## src/sv/esb_pkg.sv

```systemverilog
package esb_pkg;

    localparam int SPACE_DIMS  = 3;
    localparam int NUM_ENTRIES = SPACE_DIMS * SPACE_DIMS;

    localparam int GRAD_W    = 24;
    localparam int WGT_W     = 24;
    localparam int MOD_W     = 32;
    localparam int CFG_IDX_W = 1;

    // register indexes on the configuration port
    localparam logic [CFG_IDX_W-1:0] REG_BULK  = 1'd0;
    localparam logic [CFG_IDX_W-1:0] REG_SHEAR = 1'd1;

    localparam int PROD_W = 2 * GRAD_W;      // exact gradient product, Q.40
    localparam int P_W    = 28;              // rounded product, Q.20
    localparam int REST_W = P_W + 1;         // sum of two rounded products
    localparam int M_W    = 35;              // signed modulus, Q.8
    localparam int BR_W   = M_W + REST_W;    // bracket, Q.28
    localparam int MAG_W  = BR_W - 1;
    localparam int LO_W   = 32;
    localparam int HI_W   = MAG_W - LO_W;
    localparam int HIW_W  = HI_W + WGT_W;
    localparam int LOW_W  = LO_W + WGT_W;
    localparam int R_W    = 60;
    localparam int OUT_W  = 48;

    localparam int N_STAGES = 8;

    // reciprocal of three, exact for any 32-bit dividend with a shift of 33
    localparam logic [MOD_W-1:0] RECIP3 = 32'hAAAA_AAAB;
    localparam int RECIP3_SHIFT = 33;

    typedef struct packed {
        logic signed [GRAD_W-1:0] grad_i_x;
        logic signed [GRAD_W-1:0] grad_i_y;
        logic signed [GRAD_W-1:0] grad_i_z;
        logic signed [GRAD_W-1:0] grad_j_x;
        logic signed [GRAD_W-1:0] grad_j_y;
        logic signed [GRAD_W-1:0] grad_j_z;
        logic        [WGT_W-1:0]  jacobian_weight;
    } esb_in_t;

    typedef struct packed {
        logic signed [OUT_W-1:0] k_xx;
        logic signed [OUT_W-1:0] k_xy;
        logic signed [OUT_W-1:0] k_xz;
        logic signed [OUT_W-1:0] k_yx;
        logic signed [OUT_W-1:0] k_yy;
        logic signed [OUT_W-1:0] k_yz;
        logic signed [OUT_W-1:0] k_zx;
        logic signed [OUT_W-1:0] k_zy;
        logic signed [OUT_W-1:0] k_zz;
    } esb_out_t;

    typedef struct packed {
        logic signed [M_W-1:0] m_diag;
        logic signed [M_W-1:0] m_off;
        logic signed [M_W-1:0] shear;
    } esb_mod_t;

    typedef struct packed {
        logic mag_ld;
        logic mul_ld;
        logic out_ld;
    } esb_scale_ctl_t;

endpackage

```

## src/sv/esb_scale.sv

```systemverilog
// Bracket times weight, rounded to Q.16 half away from zero, saturated.
// Three register stages: magnitude, partial products, sum and clamp.
module esb_scale
(
    input  logic                                clk,
    input  esb_pkg::esb_scale_ctl_t             ctl,
    input  logic signed [esb_pkg::BR_W-1:0]     bracket,
    input  logic        [esb_pkg::WGT_W-1:0]    weight,
    output logic signed [esb_pkg::OUT_W-1:0]    k
);

    localparam int SUM_W = esb_pkg::LOW_W + 1;
    localparam int FRAC_W = SUM_W - 28;
    localparam logic [esb_pkg::R_W-1:0] POS_MAX = esb_pkg::R_W'({1'b0, {(esb_pkg::OUT_W-1){1'b1}}});
    localparam logic [esb_pkg::R_W-1:0] NEG_MAX = esb_pkg::R_W'({1'b1, {(esb_pkg::OUT_W-1){1'b0}}});

    logic                          neg_reg;
    logic [esb_pkg::MAG_W-1:0]     mag_reg;
    logic                          neg2_reg;
    logic [esb_pkg::HIW_W-1:0]     hiw_reg;
    logic [esb_pkg::LOW_W-1:0]     low_reg;
    logic signed [esb_pkg::OUT_W-1:0] k_reg;

    logic [esb_pkg::BR_W-1:0]      mag_full;
    logic [SUM_W-1:0]              lo_sum;
    logic [esb_pkg::R_W-1:0]       r;
    logic [esb_pkg::R_W-1:0]       r_sat;
    logic signed [esb_pkg::OUT_W-1:0] k_next;

    assign mag_full = bracket[esb_pkg::BR_W-1] ? -bracket : bracket;

    always_comb
    begin
        lo_sum = {1'b0, low_reg} + SUM_W'(1 << 27);
        r = esb_pkg::R_W'({hiw_reg, 4'b0000}) + esb_pkg::R_W'(lo_sum[SUM_W-1 -: FRAC_W]);
        if (neg2_reg)
        begin
            r_sat  = (r > NEG_MAX) ? NEG_MAX : r;
            k_next = -(esb_pkg::OUT_W'(r_sat));
        end
        else
        begin
            r_sat  = (r > POS_MAX) ? POS_MAX : r;
            k_next = esb_pkg::OUT_W'(r_sat);
        end
    end

    always_ff @(posedge clk)
    begin
        if (ctl.mag_ld)
        begin
            neg_reg <= bracket[esb_pkg::BR_W-1];
            mag_reg <= mag_full[esb_pkg::MAG_W-1:0];
        end
        if (ctl.mul_ld)
        begin
            neg2_reg <= neg_reg;
            hiw_reg  <= mag_reg[esb_pkg::MAG_W-1 -: esb_pkg::HI_W] * esb_pkg::HIW_W'(weight);
            low_reg  <= mag_reg[esb_pkg::LO_W-1:0] * esb_pkg::LOW_W'(weight);
        end
        if (ctl.out_ld)
            k_reg <= k_next;
    end

    assign k = k_reg;

endmodule

```

## config.mk

```make
export PLATFORM = sky130hd
export DESIGN_NAME = esb_scale
export DESIGN_NICKNAME = d
export VERILOG_FILES = /design/src/sv/esb_pkg.sv /design/src/sv/esb_scale.sv
export SDC_FILE = /design/constraint.sdc
export NUM_CORES = 2
export LEC_CHECK = 0
export BUFFER_PORTS_ARGS = -buffer_cell sky130_fd_sc_hd__buf_2
export CORE_ASPECT_RATIO = 1.25
export CORE_MARGIN = 3
export CORE_UTILIZATION = 60
export CTS_BUF_LIST = sky130_fd_sc_hd__clkbuf_4 sky130_fd_sc_hd__clkbuf_8
export DETAILED_ROUTE_END_ITERATION = 10
export PLACE_DENSITY = 0.87
export SYNTH_ARGS = -nofsm -noshare
export SYNTH_HDL_FRONTEND = slang
export SYNTH_SLANG_ARGS = --single-unit
export TNS_END_PERCENT = 5
```

## constraint.sdc

```tcl
create_clock -name clk -period 11.6 [get_ports clk]
set_clock_uncertainty 0.15 [all_clocks]
set_input_delay 2.32 -clock clk [delete_from_list [all_inputs] [get_ports clk]]
set_output_delay 2.32 -clock clk [all_outputs]
set_load 0.01 [all_outputs]
```

# After elaboration in Yosys (flattened, before gate mapping)
# Cells that the tools add are included.
# op_classes
add_sub_neg	4
order_cmp	2
muxes	4
mul	2
# ops
op	n
$mux 48	3
$mux 63	1
$neg 63->63	1
$add 59x29->60	1
$gt 60x47->1 const B	1
$gt 60x48->1 const B	1
$add 56x28->57 const B	1
$mul 32x24->56	1
$mul 31x24->55	1
$neg 48->48	1
# totals
output_inout_bits	48
elab_cells	18
regBits	224

# Depth between registers and ports, before layout
# logic_depth
depth_word	6
depth_mapped	32
depth_no_buf	28

# Least setup slack after synthesis
# OpenSTA, ideal clock, no wires.
# synth_timing
path_kind	input-to-reg
startpoint	in weight[3] (netlist bit)
endpoint	reg hiw_reg[47] (netlist bit), data pin
path_slack_ns	1.706
arrival_time_ns	9.486
setup_time_ns	0.258
stages	28
cell_sequence	clkbuf_1 > clkbuf_1 > nand2_1 > fa_1 > inv_1 > fa_1 > inv_1 > fa_1 > inv_1 > fa_1 > fa_1 > fa_1 > inv_1 > fa_1 > inv_1 > ha_1 > a21o_1 > a21o_1 > a21o_1 > a221o_1 > or4_1 > a21o_1 > a221o_1 > a31oi_1 > o31a_1 > nor2_1 > a31o_2 > xor2_1
# synth_between
elab_chain_cells	1
# synth_rtl
element	line	text
from (decl)	esb_scale.sv:8	input logic [esb_pkg::WGT_W-1:0] weight,
$mul 31x24->55	esb_scale.sv:58	hiw_reg <= mag_reg[esb_pkg::MAG_W-1 -: esb_pkg::HI_W] * esb_pkg::HIW_W'(weight);
to (signal assigned)	esb_scale.sv:58	
to (decl)	esb_scale.sv:20	logic [esb_pkg::HIW_W-1:0] hiw_reg;
# Every way passes these cells.
# A chain may end at the register's enable or synchronous reset.

# Worst setup path after layout
# layout_timing
startpoint	in weight[7] (netlist bit)
endpoint	reg low_reg[54] (netlist bit), data pin
# layout_between
elab_chain_cells	1
# layout_rtl
element	line	text
$mul 32x24->56	esb_scale.sv:59	low_reg <= mag_reg[esb_pkg::LO_W-1:0] * esb_pkg::LOW_W'(weight);
to (signal assigned)	esb_scale.sv:59	
to (decl)	esb_scale.sv:21	logic [esb_pkg::LOW_W-1:0] low_reg;
# Every way passes these cells.

==> flow_metrics.tcl <==
set metrics [dict create \
    slowest_delay_ns 0.73 \
    slowest_stage "buf_2" \
    avgSynthCellArea_um2 9.111 \
    vias_per_cell 5.961 \
    max_slew_margin 0.1096 \
    hold_buffers 0 \
    cts_root_buffer "clkbuf_8" \
    num_rows 129 \
    synth_fp_nets 8368 \
    hp-class "register to register" \
    cts_made_buffers 17 \
    grt_max_degree 70 \
    postRouteAntennaNets 0 \
    crit_fanout 35 \
    cts-resized-gates 0 \
    avgRoutedWirePerCell_um 21.21 \
    ios 140 \
    wl_um 165900 \
    grt_first_pass_wirelength_um 266100 \
    fin_ws_ns 1.319 \
    synth_flop_cell "edfxtp_1" \
    h-tree-depth 4 \
    final-max-slew-violation-count 0 \
    place_hpwl_um 129600 \
    critPathLaunchType "input pin" \
    antenna_found_initial 15 \
    hold_viol 0 \
    fin_setup_tns_ns 0 \
    drive_gt1_frac 0.04717 \
    gp_congestion 0.9645 \
    numPortBuffers 139 \
    initial_core_util 0.6060 \
    syn2layout_area_growth_pct 3.716 \
    die_h_um 359.7 \
    die_w_um 289.0 \
    crit_type "input pin to register" \
    crit_family "adder cells" \
    clockBufferDepth 2 \
    dp_slack_ns 0.8178 \
    synthArstFlopShare 0 \
    final_nets 8272 \
    grt_pass1_vias 51413 \
    worst_slew_pin_slew_ns 1.336 \
    route.detailed.drc 0 \
    critPathArrivalTime_ns 10.52 \
    finalCritPeriodShare 0.8863 \
    achievable-frequency_mhz 97.27 \
    drtIter0Drc 3981 \
    setup_viol 0 \
    status "finished, final reports clean" \
    syn_inst 6592 \
    grt-ovfl-total 0 \
    netlist_area_mm2 0.06006 \
    synth-seq-cells 197 \
    crit_top_cell "fa_1" \
    dieArea_mm2 0.1040 \
    rsz0062_at_grt "no" \
    yosysSeqAreaShare 0.09850 \
    cts.sinks 197 \
    grt_use_total 0.3290 \
    cts_tree "done" \
    clock_latency_ns 0.62 \
    largest_reg_flops 63 \
    endpoint_kind "register" \
    clk_pin_slew_ns 0.12 \
    core_mm2 0.09910 \
    fin_crit_ns 10.28 \
    yosysWarnings 0 \
    drv_cap 0 \
    synth_cell_types 86 \
    postCtsSetupRepairBufs 0 \
    required_ns 11.84 \
    synth_edf_count 197 \
    drtPass1Iterations 8 \
    worst-path-buf-inv 6 \
    vias 46636 \
]
[worst reg2reg max path, delay by kind of cell (launching register included)]
| family | cells | cell delay [ns] |
|---|---|---|
| xor+xnor | 2 | 0.39 |
| mux | 1 | 0.28 |
| flops | 1 | 0.49 |
| simple gates | 13 | 4.47 |
| fa+ha+maj | 2 | 1.27 |
| buf+inv | 3 | 0.77 |
| compound gates | 6 | 1.43 |
[Yosys cell counts (27+ instances only)]
| library cell | number | area, um2 |
|---|---|---|
| nor3_1 | 48 | 240.2 |
| clkbuf_1 | 347 | 1303 |
| and3_1 | 28 | 175.2 |
| nand2_1 | 889 | 3337 |
| nand4_1 | 39 | 244.0 |
| inv_1 | 1438 | 5398 |
| o21ai_0 | 105 | 525.5 |
| xnor2_1 | 158 | 1384 |
| a21oi_1 | 144 | 720.7 |
| and2_1 | 796 | 4980 |
| xor2_1 | 49 | 429.2 |
| nor2_1 | 106 | 397.9 |
| fa_1 | 1294 | 25900 |
| ha_1 | 390 | 4880 |
| nand3_1 | 68 | 340.3 |
| a211oi_1 | 27 | 202.7 |
| a21o_1 | 68 | 510.5 |
| edfxtp_1 | 197 | 5916 |
[layer usage]
metal  vias to the layer above  wire length [um]  global-route usage
met5                         -                80                   0
met4                        12             11600              0.1882
met3                       927             19200             0.09778
met2                      2961             79850              0.5481
met1                     22995             55200              0.3765
li1                      19741                 -                   -
[layout by cell type, fill, tap and decap left out, types with 39 or more instances in the layout]
master / n
inv_1: 1438
fa_1: 1294
nand2_1: 889
and2_1: 796
ha_1: 390
edfxtp_1: 197
xnor2_1: 158
a21oi_1: 144
buf_2: 137
nor2_1: 106
o21ai_0: 105
buf_4: 102
nand3_1: 68
a21o_1: 68
xor2_1: 49
nor3_1: 48
nand4_1: 39
[kinds of logic (layout without fill, tap and decap cells)]
| kind of cell | Yosys count | in the layout | synth area share |
|---|---|---|---|
| simple gates | 2128 | 2128 | 0.1810 |
| buf+inv | 1797 | 1713 | 0.1126 |
| fa+ha+maj | 1684 | 1684 | 0.5126 |
| compound gates | 563 | 563 | 0.06244 |
| xor+xnor | 207 | 207 | 0.03019 |
| flops | 197 | 197 | 0.09850 |
| mux | 16 | 16 | 0.002771 |
| other cells | 0 | 6 | 0 |
[per-stage QoR]
step | cell area, um2 | util | instances | hold WS [ns]
finish | 62290 | 0.6286 | 7824 | 0.4351
global placement | 61870 | 0.6243 | 7787 | 0.3698
CTS | 62280 | 0.6284 | 7818 | 0.4131
global route | 62280 | 0.6285 | 7820 | 0.4579
detailed placement | 61870 | 0.6243 | 7787 | 0.3741
floorplan | 60060 | - | 6592 | 0.2503
[area by class of cell]
class,count,area [um2]
flip-flops and latches,197,5916
clock buffers,17,234.0
clock inverters,14,172.7
inverters,1439,5401
well taps,1310,1639
repair buffers,243,1531
fillers,7658,36810
diodes,6,15.01
multi-input cells,4598,47380
[worst paths after layout]
path            endpoint  slack, ns        start  cells past startpoint
max          low_reg[54]       1.32    weight[7]                     27
min             neg2_reg       0.44      neg_reg                      0
max reg2reg        k[46]       2.17  low_reg[30]                     27
min reg2reg     neg2_reg       0.44      neg_reg                      0
Power is not shown: default switching activity piles up to over one toggle a cycle in this logic, so the estimate is an artifact.
