--- src/sv/esb_pkg.sv ---
package esb_pkg;

    localparam int SPACE_DIMS  = 3;
    localparam int NUM_ENTRIES = SPACE_DIMS * SPACE_DIMS;

    localparam int GRAD_W    = 24;
    localparam int WGT_W     = 24;
    localparam int MOD_W     = 32;
    localparam int CFG_IDX_W = 1;

    // register indexes on the configuration port
    localparam logic [CFG_IDX_W-1:0] REG_BULK  = 1'd0;
    localparam logic [CFG_IDX_W-1:0] REG_SHEAR = 1'd1;

    localparam int PROD_W = 2 * GRAD_W;      // exact gradient product, Q.40
    localparam int P_W    = 28;              // rounded product, Q.20
    localparam int REST_W = P_W + 1;         // sum of two rounded products
    localparam int M_W    = 35;              // signed modulus, Q.8
    localparam int BR_W   = M_W + REST_W;    // bracket, Q.28
    localparam int MAG_W  = BR_W - 1;
    localparam int LO_W   = 32;
    localparam int HI_W   = MAG_W - LO_W;
    localparam int HIW_W  = HI_W + WGT_W;
    localparam int LOW_W  = LO_W + WGT_W;
    localparam int R_W    = 60;
    localparam int OUT_W  = 48;

    localparam int N_STAGES = 8;

    // reciprocal of three, exact for any 32-bit dividend with a shift of 33
    localparam logic [MOD_W-1:0] RECIP3 = 32'hAAAA_AAAB;
    localparam int RECIP3_SHIFT = 33;

    typedef struct packed {
        logic signed [GRAD_W-1:0] grad_i_x;
        logic signed [GRAD_W-1:0] grad_i_y;
        logic signed [GRAD_W-1:0] grad_i_z;
        logic signed [GRAD_W-1:0] grad_j_x;
        logic signed [GRAD_W-1:0] grad_j_y;
        logic signed [GRAD_W-1:0] grad_j_z;
        logic        [WGT_W-1:0]  jacobian_weight;
    } esb_in_t;

    typedef struct packed {
        logic signed [OUT_W-1:0] k_xx;
        logic signed [OUT_W-1:0] k_xy;
        logic signed [OUT_W-1:0] k_xz;
        logic signed [OUT_W-1:0] k_yx;
        logic signed [OUT_W-1:0] k_yy;
        logic signed [OUT_W-1:0] k_yz;
        logic signed [OUT_W-1:0] k_zx;
        logic signed [OUT_W-1:0] k_zy;
        logic signed [OUT_W-1:0] k_zz;
    } esb_out_t;

    typedef struct packed {
        logic signed [M_W-1:0] m_diag;
        logic signed [M_W-1:0] m_off;
        logic signed [M_W-1:0] shear;
    } esb_mod_t;

    typedef struct packed {
        logic mag_ld;
        logic mul_ld;
        logic out_ld;
    } esb_scale_ctl_t;

endpackage

--- src/sv/esb_moduli.sv ---
// Material registers and derived moduli K+4G/3, K-2G/3.
// Derived values are registered after a write, through q_reg and then moduli_reg.
module esb_moduli
(
    input  logic                             clk,
    input  logic                             rst_n,
    input  logic                             cfg_we,
    input  logic [esb_pkg::CFG_IDX_W-1:0]    cfg_idx,
    input  logic [esb_pkg::MOD_W-1:0]        cfg_data,
    output esb_pkg::esb_mod_t                moduli
);

    localparam int Q_W = esb_pkg::MOD_W - 1;
    localparam int PRD_W = 2 * esb_pkg::MOD_W;

    logic [esb_pkg::MOD_W-1:0] bulk_reg;
    logic [esb_pkg::MOD_W-1:0] shear_reg;
    logic [Q_W-1:0]            q_reg;
    logic [PRD_W-1:0]          q_prod;
    logic [1:0]                rem;
    logic [1:0]                c4_adj;
    logic                      c2_adj;
    logic [esb_pkg::MOD_W:0]   c4;
    logic [esb_pkg::MOD_W-1:0] c2;
    esb_pkg::esb_mod_t         moduli_reg;
    esb_pkg::esb_mod_t         moduli_next;

    always_ff @(posedge clk or negedge rst_n)
    begin
        if (!rst_n)
        begin
            bulk_reg  <= '0;
            shear_reg <= '0;
        end
        else if (cfg_we)
        begin
            unique case (cfg_idx)
                esb_pkg::REG_BULK:  bulk_reg  <= cfg_data;
                esb_pkg::REG_SHEAR: shear_reg <= cfg_data;
            endcase
        end
    end

    // G = 3q + r
    assign q_prod = PRD_W'(shear_reg) * PRD_W'(esb_pkg::RECIP3);

    // r only needs two bits: G - 3q mod 4
    assign rem = shear_reg[1:0] - 2'(q_reg[1:0] * 2'd3);

    always_comb
    begin
        // floor((4r+1)/3) and floor((2r+1)/3)
        case (rem)
            2'd0:    begin c4_adj = 2'd0; c2_adj = 1'b0; end
            2'd1:    begin c4_adj = 2'd1; c2_adj = 1'b1; end
            2'd2:    begin c4_adj = 2'd3; c2_adj = 1'b1; end
            default: begin c4_adj = 2'd0; c2_adj = 1'b0; end
        endcase
        c4 = {q_reg, 2'b00} + (esb_pkg::MOD_W + 1)'(c4_adj);
        c2 = {q_reg, 1'b0} + esb_pkg::MOD_W'(c2_adj);
        moduli_next.m_diag = esb_pkg::M_W'(bulk_reg) + esb_pkg::M_W'(c4);
        moduli_next.m_off  = esb_pkg::M_W'(bulk_reg) - esb_pkg::M_W'(c2);
        moduli_next.shear  = esb_pkg::M_W'(shear_reg);
    end

    always_ff @(posedge clk or negedge rst_n)
    begin
        if (!rst_n)
        begin
            q_reg      <= '0;
            moduli_reg <= '0;
        end
        else
        begin
            q_reg      <= q_prod[esb_pkg::RECIP3_SHIFT +: Q_W];
            moduli_reg <= moduli_next;
        end
    end

    assign moduli = moduli_reg;

endmodule

--- config.mk ---
export PLATFORM = sky130hd
export DESIGN_NAME = esb_moduli
export DESIGN_NICKNAME = d
export VERILOG_FILES = /design/src/sv/esb_pkg.sv /design/src/sv/esb_moduli.sv
export SDC_FILE = /design/constraint.sdc
export NUM_CORES = 1
export LEC_CHECK = 0
export ABC_AREA = 1
export BUFFER_PORTS_ARGS = -buffer_cell sky130_fd_sc_hd__buf_4
export CORE_MARGIN = 4
export CORE_UTILIZATION = 40
export CTS_BUF_LIST = sky130_fd_sc_hd__clkbuf_8
export CTS_CLUSTER_DIAMETER = 100
export DETAILED_ROUTE_END_ITERATION = 8
export SYNTH_ARGS = -nofsm -noshare
export SYNTH_HDL_FRONTEND = slang
export SYNTH_SLANG_ARGS = --single-unit
--- constraint.sdc ---
create_clock -name clk -period 9.2 [get_ports clk]
set_input_delay 1.84 -clock clk [delete_from_list [all_inputs] [get_ports clk]]
set_output_delay 1.84 -clock clk [all_outputs]
set_load 0.02 [all_outputs]
## Word level (Yosys, flattened, before mapping)

Index checks and enable logic that the tools add are counted.

- Add/subtract/negate cells: 5
- Multiply operators: 2
- Divide/modulo/power cells: 0
- $lt $le $gt $ge: 0
- Eq/ne operators: 2
- Shifts and indexed selects: 0
- Multiplexer cells: 2
- Bitwise gates (word level): 1
- Reduce and logical (&&, ||, !) cells: 3

Operator list:

| kind | number |
|---|---|
| $mul A32 B32 Y64 const B | 1 |
| $add A32 B33 Y34 | 1 |
| $add A33 B2 Y33 | 1 |
| $sub A32 B32 Y33 | 1 |
| $add A32 B1 Y32 | 1 |
| $pmux W2 S2 | 1 |
| $reduce_and A2 Y1 | 2 |
| $eq A2 B1 Y1 const B | 1 |
| $eq A2 B2 Y1 const B | 1 |
| $mul A2 B1 Y2 const B | 1 |
| $reduce_or A2 Y1 | 1 |
| $sub A2 B2 Y2 | 1 |
| $mux W1 | 1 |
| $not A1 Y1 | 1 |

- Flip-flop bits (word level): 194
- Bits in latches: 0
- Memory bits (writable): 0
- Bits in read-only memories: 0
- Output and inout bits: 105
- Memories: 0

## Depth between registers and ports, before layout

- Depth in word-level cells: 7
- Depth in mapped cells: 31
- Gate-level depth less buffers: 30

## Worst setup path after synthesis

Ideal clock, no wire load.

- Path kind: reg2reg
- Start point: reg shear_reg[5] (netlist bit)
- End point: reg q_reg[27]
- Library setup time: 117 ps
- Arrival: 5855 ps
- Required time: 9083 ps
- Slack: 3228 ps
- Stages on the path, launching flop included: 29
- Path buffers: 1
- Period minus slack after synthesis: 5972 ps
- Cell sequence: dfrtp_1 -> ha_1 -> xnor2_1 -> inv_1 -> ha_1 -> or2_2 -> clkbuf_1 -> xnor2_1 -> inv_1 -> ha_1 -> a21oi_1 -> fa_1 -> inv_1 -> fa_1 -> fa_1 -> fa_1 -> inv_1 -> fa_1 -> inv_1 -> ha_1 -> nand2_1 -> nor2_1 -> nand2_1 -> nor2_1 -> nand2_1 -> nand3_1 -> nand2_1 -> nand3_1 -> nand2_1

- Cells in the longest elaborated chain, start to end: 1

RTL lines:

| element | RTL line | text |
|---|---|---|
| start, declared | esb_moduli.sv:17 | `logic [esb_pkg::MOD_W-1:0] shear_reg;` |
| start signal, assigned | esb_moduli.sv:39 | `esb_pkg::REG_SHEAR: shear_reg <= cfg_data;` |
| $mul A32 B32 Y64 | esb_moduli.sv:45 | `assign q_prod = PRD_W'(shear_reg) * PRD_W'(esb_pkg::RECIP3);` |
| via q_prod[60] | esb_moduli.sv:19 | `logic [PRD_W-1:0] q_prod;` |
| end signal, assigned | esb_moduli.sv:75 | `q_reg <= q_prod[esb_pkg::RECIP3_SHIFT +: Q_W];` |
| end, declared | esb_moduli.sv:18 | `logic [Q_W-1:0] q_reg;` |

The timed path passes the listed nets, and every way through them passes these cells.
A chain may end at the register's enable or synchronous reset.

## Final worst setup path

- Start point: reg shear_reg[15] (netlist bit)
- End point: reg q_reg[13]

Same word-level chain as after synthesis.

==> flow_summary.yaml <==
outcome:
  status: "finished, final reports clean"
timing:
  hold_viol_final: 0
  slew_headroom: 0.268
  max_freq_ghz: 0.138
  period_share: 0.789
  fin_hold_ws_ps: 539
  final-setup-viol-count: 0
  rsz0062_at_grt: "false"
  worstMarginPinSlew_ps: 1100
  skew_ps: 25.9
  setup_slack_ps: 1940
  drv_slew: 0
  finalSetupTns_ps: 0
  min_period_ps: 7260
clock_tree:
  clk-insertion-delay-late_ps: 550
  cts_root_buf: "clkbuf_8"
  cts_tree: "yes"
  cts.sinks: 193
  cts_max_path_buffers: 2
  cts_setup_buffers: 0
  hold_buffers: 0
  htree_levels: 4
  clk_pin_slew_ps: 110
  cts_resized: 0
  cts_buffers: 17
routing:
  drt_first_pass_iters: 8
  drcViolationCount: 0
  postRouteAntennaNets: 0
  viasPerCell: 4.93
  drtIter0Drc: 1862
  wirelength_um: 93700
  vias: 22000
  wl_per_cell_um: 21.0
worst_setup_path:
  critPathArrivalTime_ps: 7700
  cp-end-kind: "register"
  crit_path_start_kind: "register"
  required_ps: 9630
  crit_type: "reg2reg"
  crit_fanout: 9
final_layout:
  largest_register_ffs: 98
  syn_to_final_growth_pct: 9.36
  design_area_um2: 30400
  nets: 4343
  nFillCells: 7053
  seq_area_um2: 4830
  final_cell_mix: "inv_1, nand2_1, ha_1"
  final_common_cell: "inv_1"
  drive_gt1_frac: 0.0702
  multiInputGateArea_um2: 19700
yosys:
  synth-edff-count: 0
  syn_area_um2: 27800
  ys_seq_area_frac: 0.174
  yosys.cell_types.count: 41
  ys_ff_latch: 193
  synth_xor_xnor_area_share: 0.0259
  synth_top_family_by_area: "adder cells"
  synth_ff_type: "dfrtp_1"
  ys_async_sr_fraction: 1.00
  synth_compound_area_frac: 0.0709
  synthSimpleGateAreaFrac: 0.163
  synth_cells: 3373
  synth_fa_ha_area_frac: 0.449
  synthMuxAreaShare: 0
  yosys_warnings: 0
  avgSynthCellArea_um2: 8.24
placed_design:
  finalWeightedCongestion: 0.993
  place_ws_ps: 1980
  placed_area_um2: 30000
  numPortBuffers: 136
  post-dp-hpwl_um: 82600
floorplan:
  coreArea_um2: 68700
  die_area_um2: 73700
  boundaryPins: 141
  die_h_um: 272
  die_w_um: 272
  initial_core_util: 0.404
  placementRows: 96
grt:
  antenna_found_initial: 1
  grt_pass1_wl_um: 142000
  grtUsageTotal: 0.258
  grt_max_degree: 72
  gr-total-overflow: 0
  first_global_vias: 22400
min_path:
  min_path_type: "reg2reg"
job:
  drv_cap: 0
kinds of logic after synthesis:
kind of cell,Yosys count
AOI/OAI and AO/OA,358
xor gates and xnor gates,82
adders and majority gates,785
buffers and inverters,854
DFF,193
other,1
and+or+nand+nor,1100
layout make-up:
type | instances | area share
diodes | 1 | 0.0000824
clock buffers | 17 | 0.00770
clock inverters | 15 | 0.00560
inverters | 833 | 0.103
multi-input cells | 2329 | 0.650
flip-flops and latches | 193 | 0.159
well taps | 931 | 0.0383
repair buffers | 148 | 0.0368
cell usage after synthesis (14+ instances only):
library cell,count,share of area
nand4_1,22,0.0050
clkbuf_1,14,0.0019
nor2_1,211,0.029
fa_1,355,0.26
a21o_1,20,0.0054
ha_1,430,0.19
nand2_1,697,0.094
nand2_2,14,0.0032
nor3_1,20,0.0036
o21ai_0,132,0.024
inv_1,827,0.11
xor2_1,52,0.016
o21bai_1,19,0.0051
a21oi_1,157,0.028
xnor2_1,30,0.0095
nand3_1,93,0.017
dfrtp_1,193,0.17
critical path, cell delays in order, from the launching register on:
cell and delay [ps]:
dfrtp_1 810, ha_1 410, xnor2_1 320, inv_1 220, ha_1 360, inv_1 130
fa_1 520, fa_1 510, inv_1 50, fa_1 570, fa_1 460, fa_1 530
inv_1 60, fa_1 470, inv_1 70, ha_1 320, nand2_1 160, nor2_1 180
nand2_1 230, nor2_1 140, o21ai_0 110, nand2_1 240, nand2_1 130, nand3_1 80
nand2_1 60
final timing paths:
check,startpoint,cells after the start,slack [ps],to
max,shear_reg[15],24,1940,q_reg[13]
min,bulk_reg[0],2,540,bulk_reg[0]
max reg2reg,shear_reg[15],24,1940,q_reg[13]
min reg2reg,bulk_reg[0],2,540,bulk_reg[0]
max in group asynchronous,rst_n,2,6620,bulk_reg[31]
min in group asynchronous,rst_n,1,1310,moduli[71]
per-stage QoR:
stage | utilization | cells
after detailed placement | 0.436 | 4434
after floorplan | - | 3376
after global routing | 0.442 | 4466
after CTS | 0.442 | 4466
final | 0.442 | 4467
after global placement | 0.436 | 4434
layer usage:
| layer | up-vias | share of wire | track usage |
|---|---|---|---|
| met5 | - | 0 | 0 |
| met2 | 695 | 0.42 | 0.386 |
| met1 | 10600 | 0.47 | 0.378 |
| li1 | 10600 | - | - |
| met4 | 0 | 0.029 | 0.0683 |
| met3 | 119 | 0.077 | 0.0593 |
Power is not shown: default switching activity piles up to over one toggle a cycle in this logic, so the estimate is an artifact.
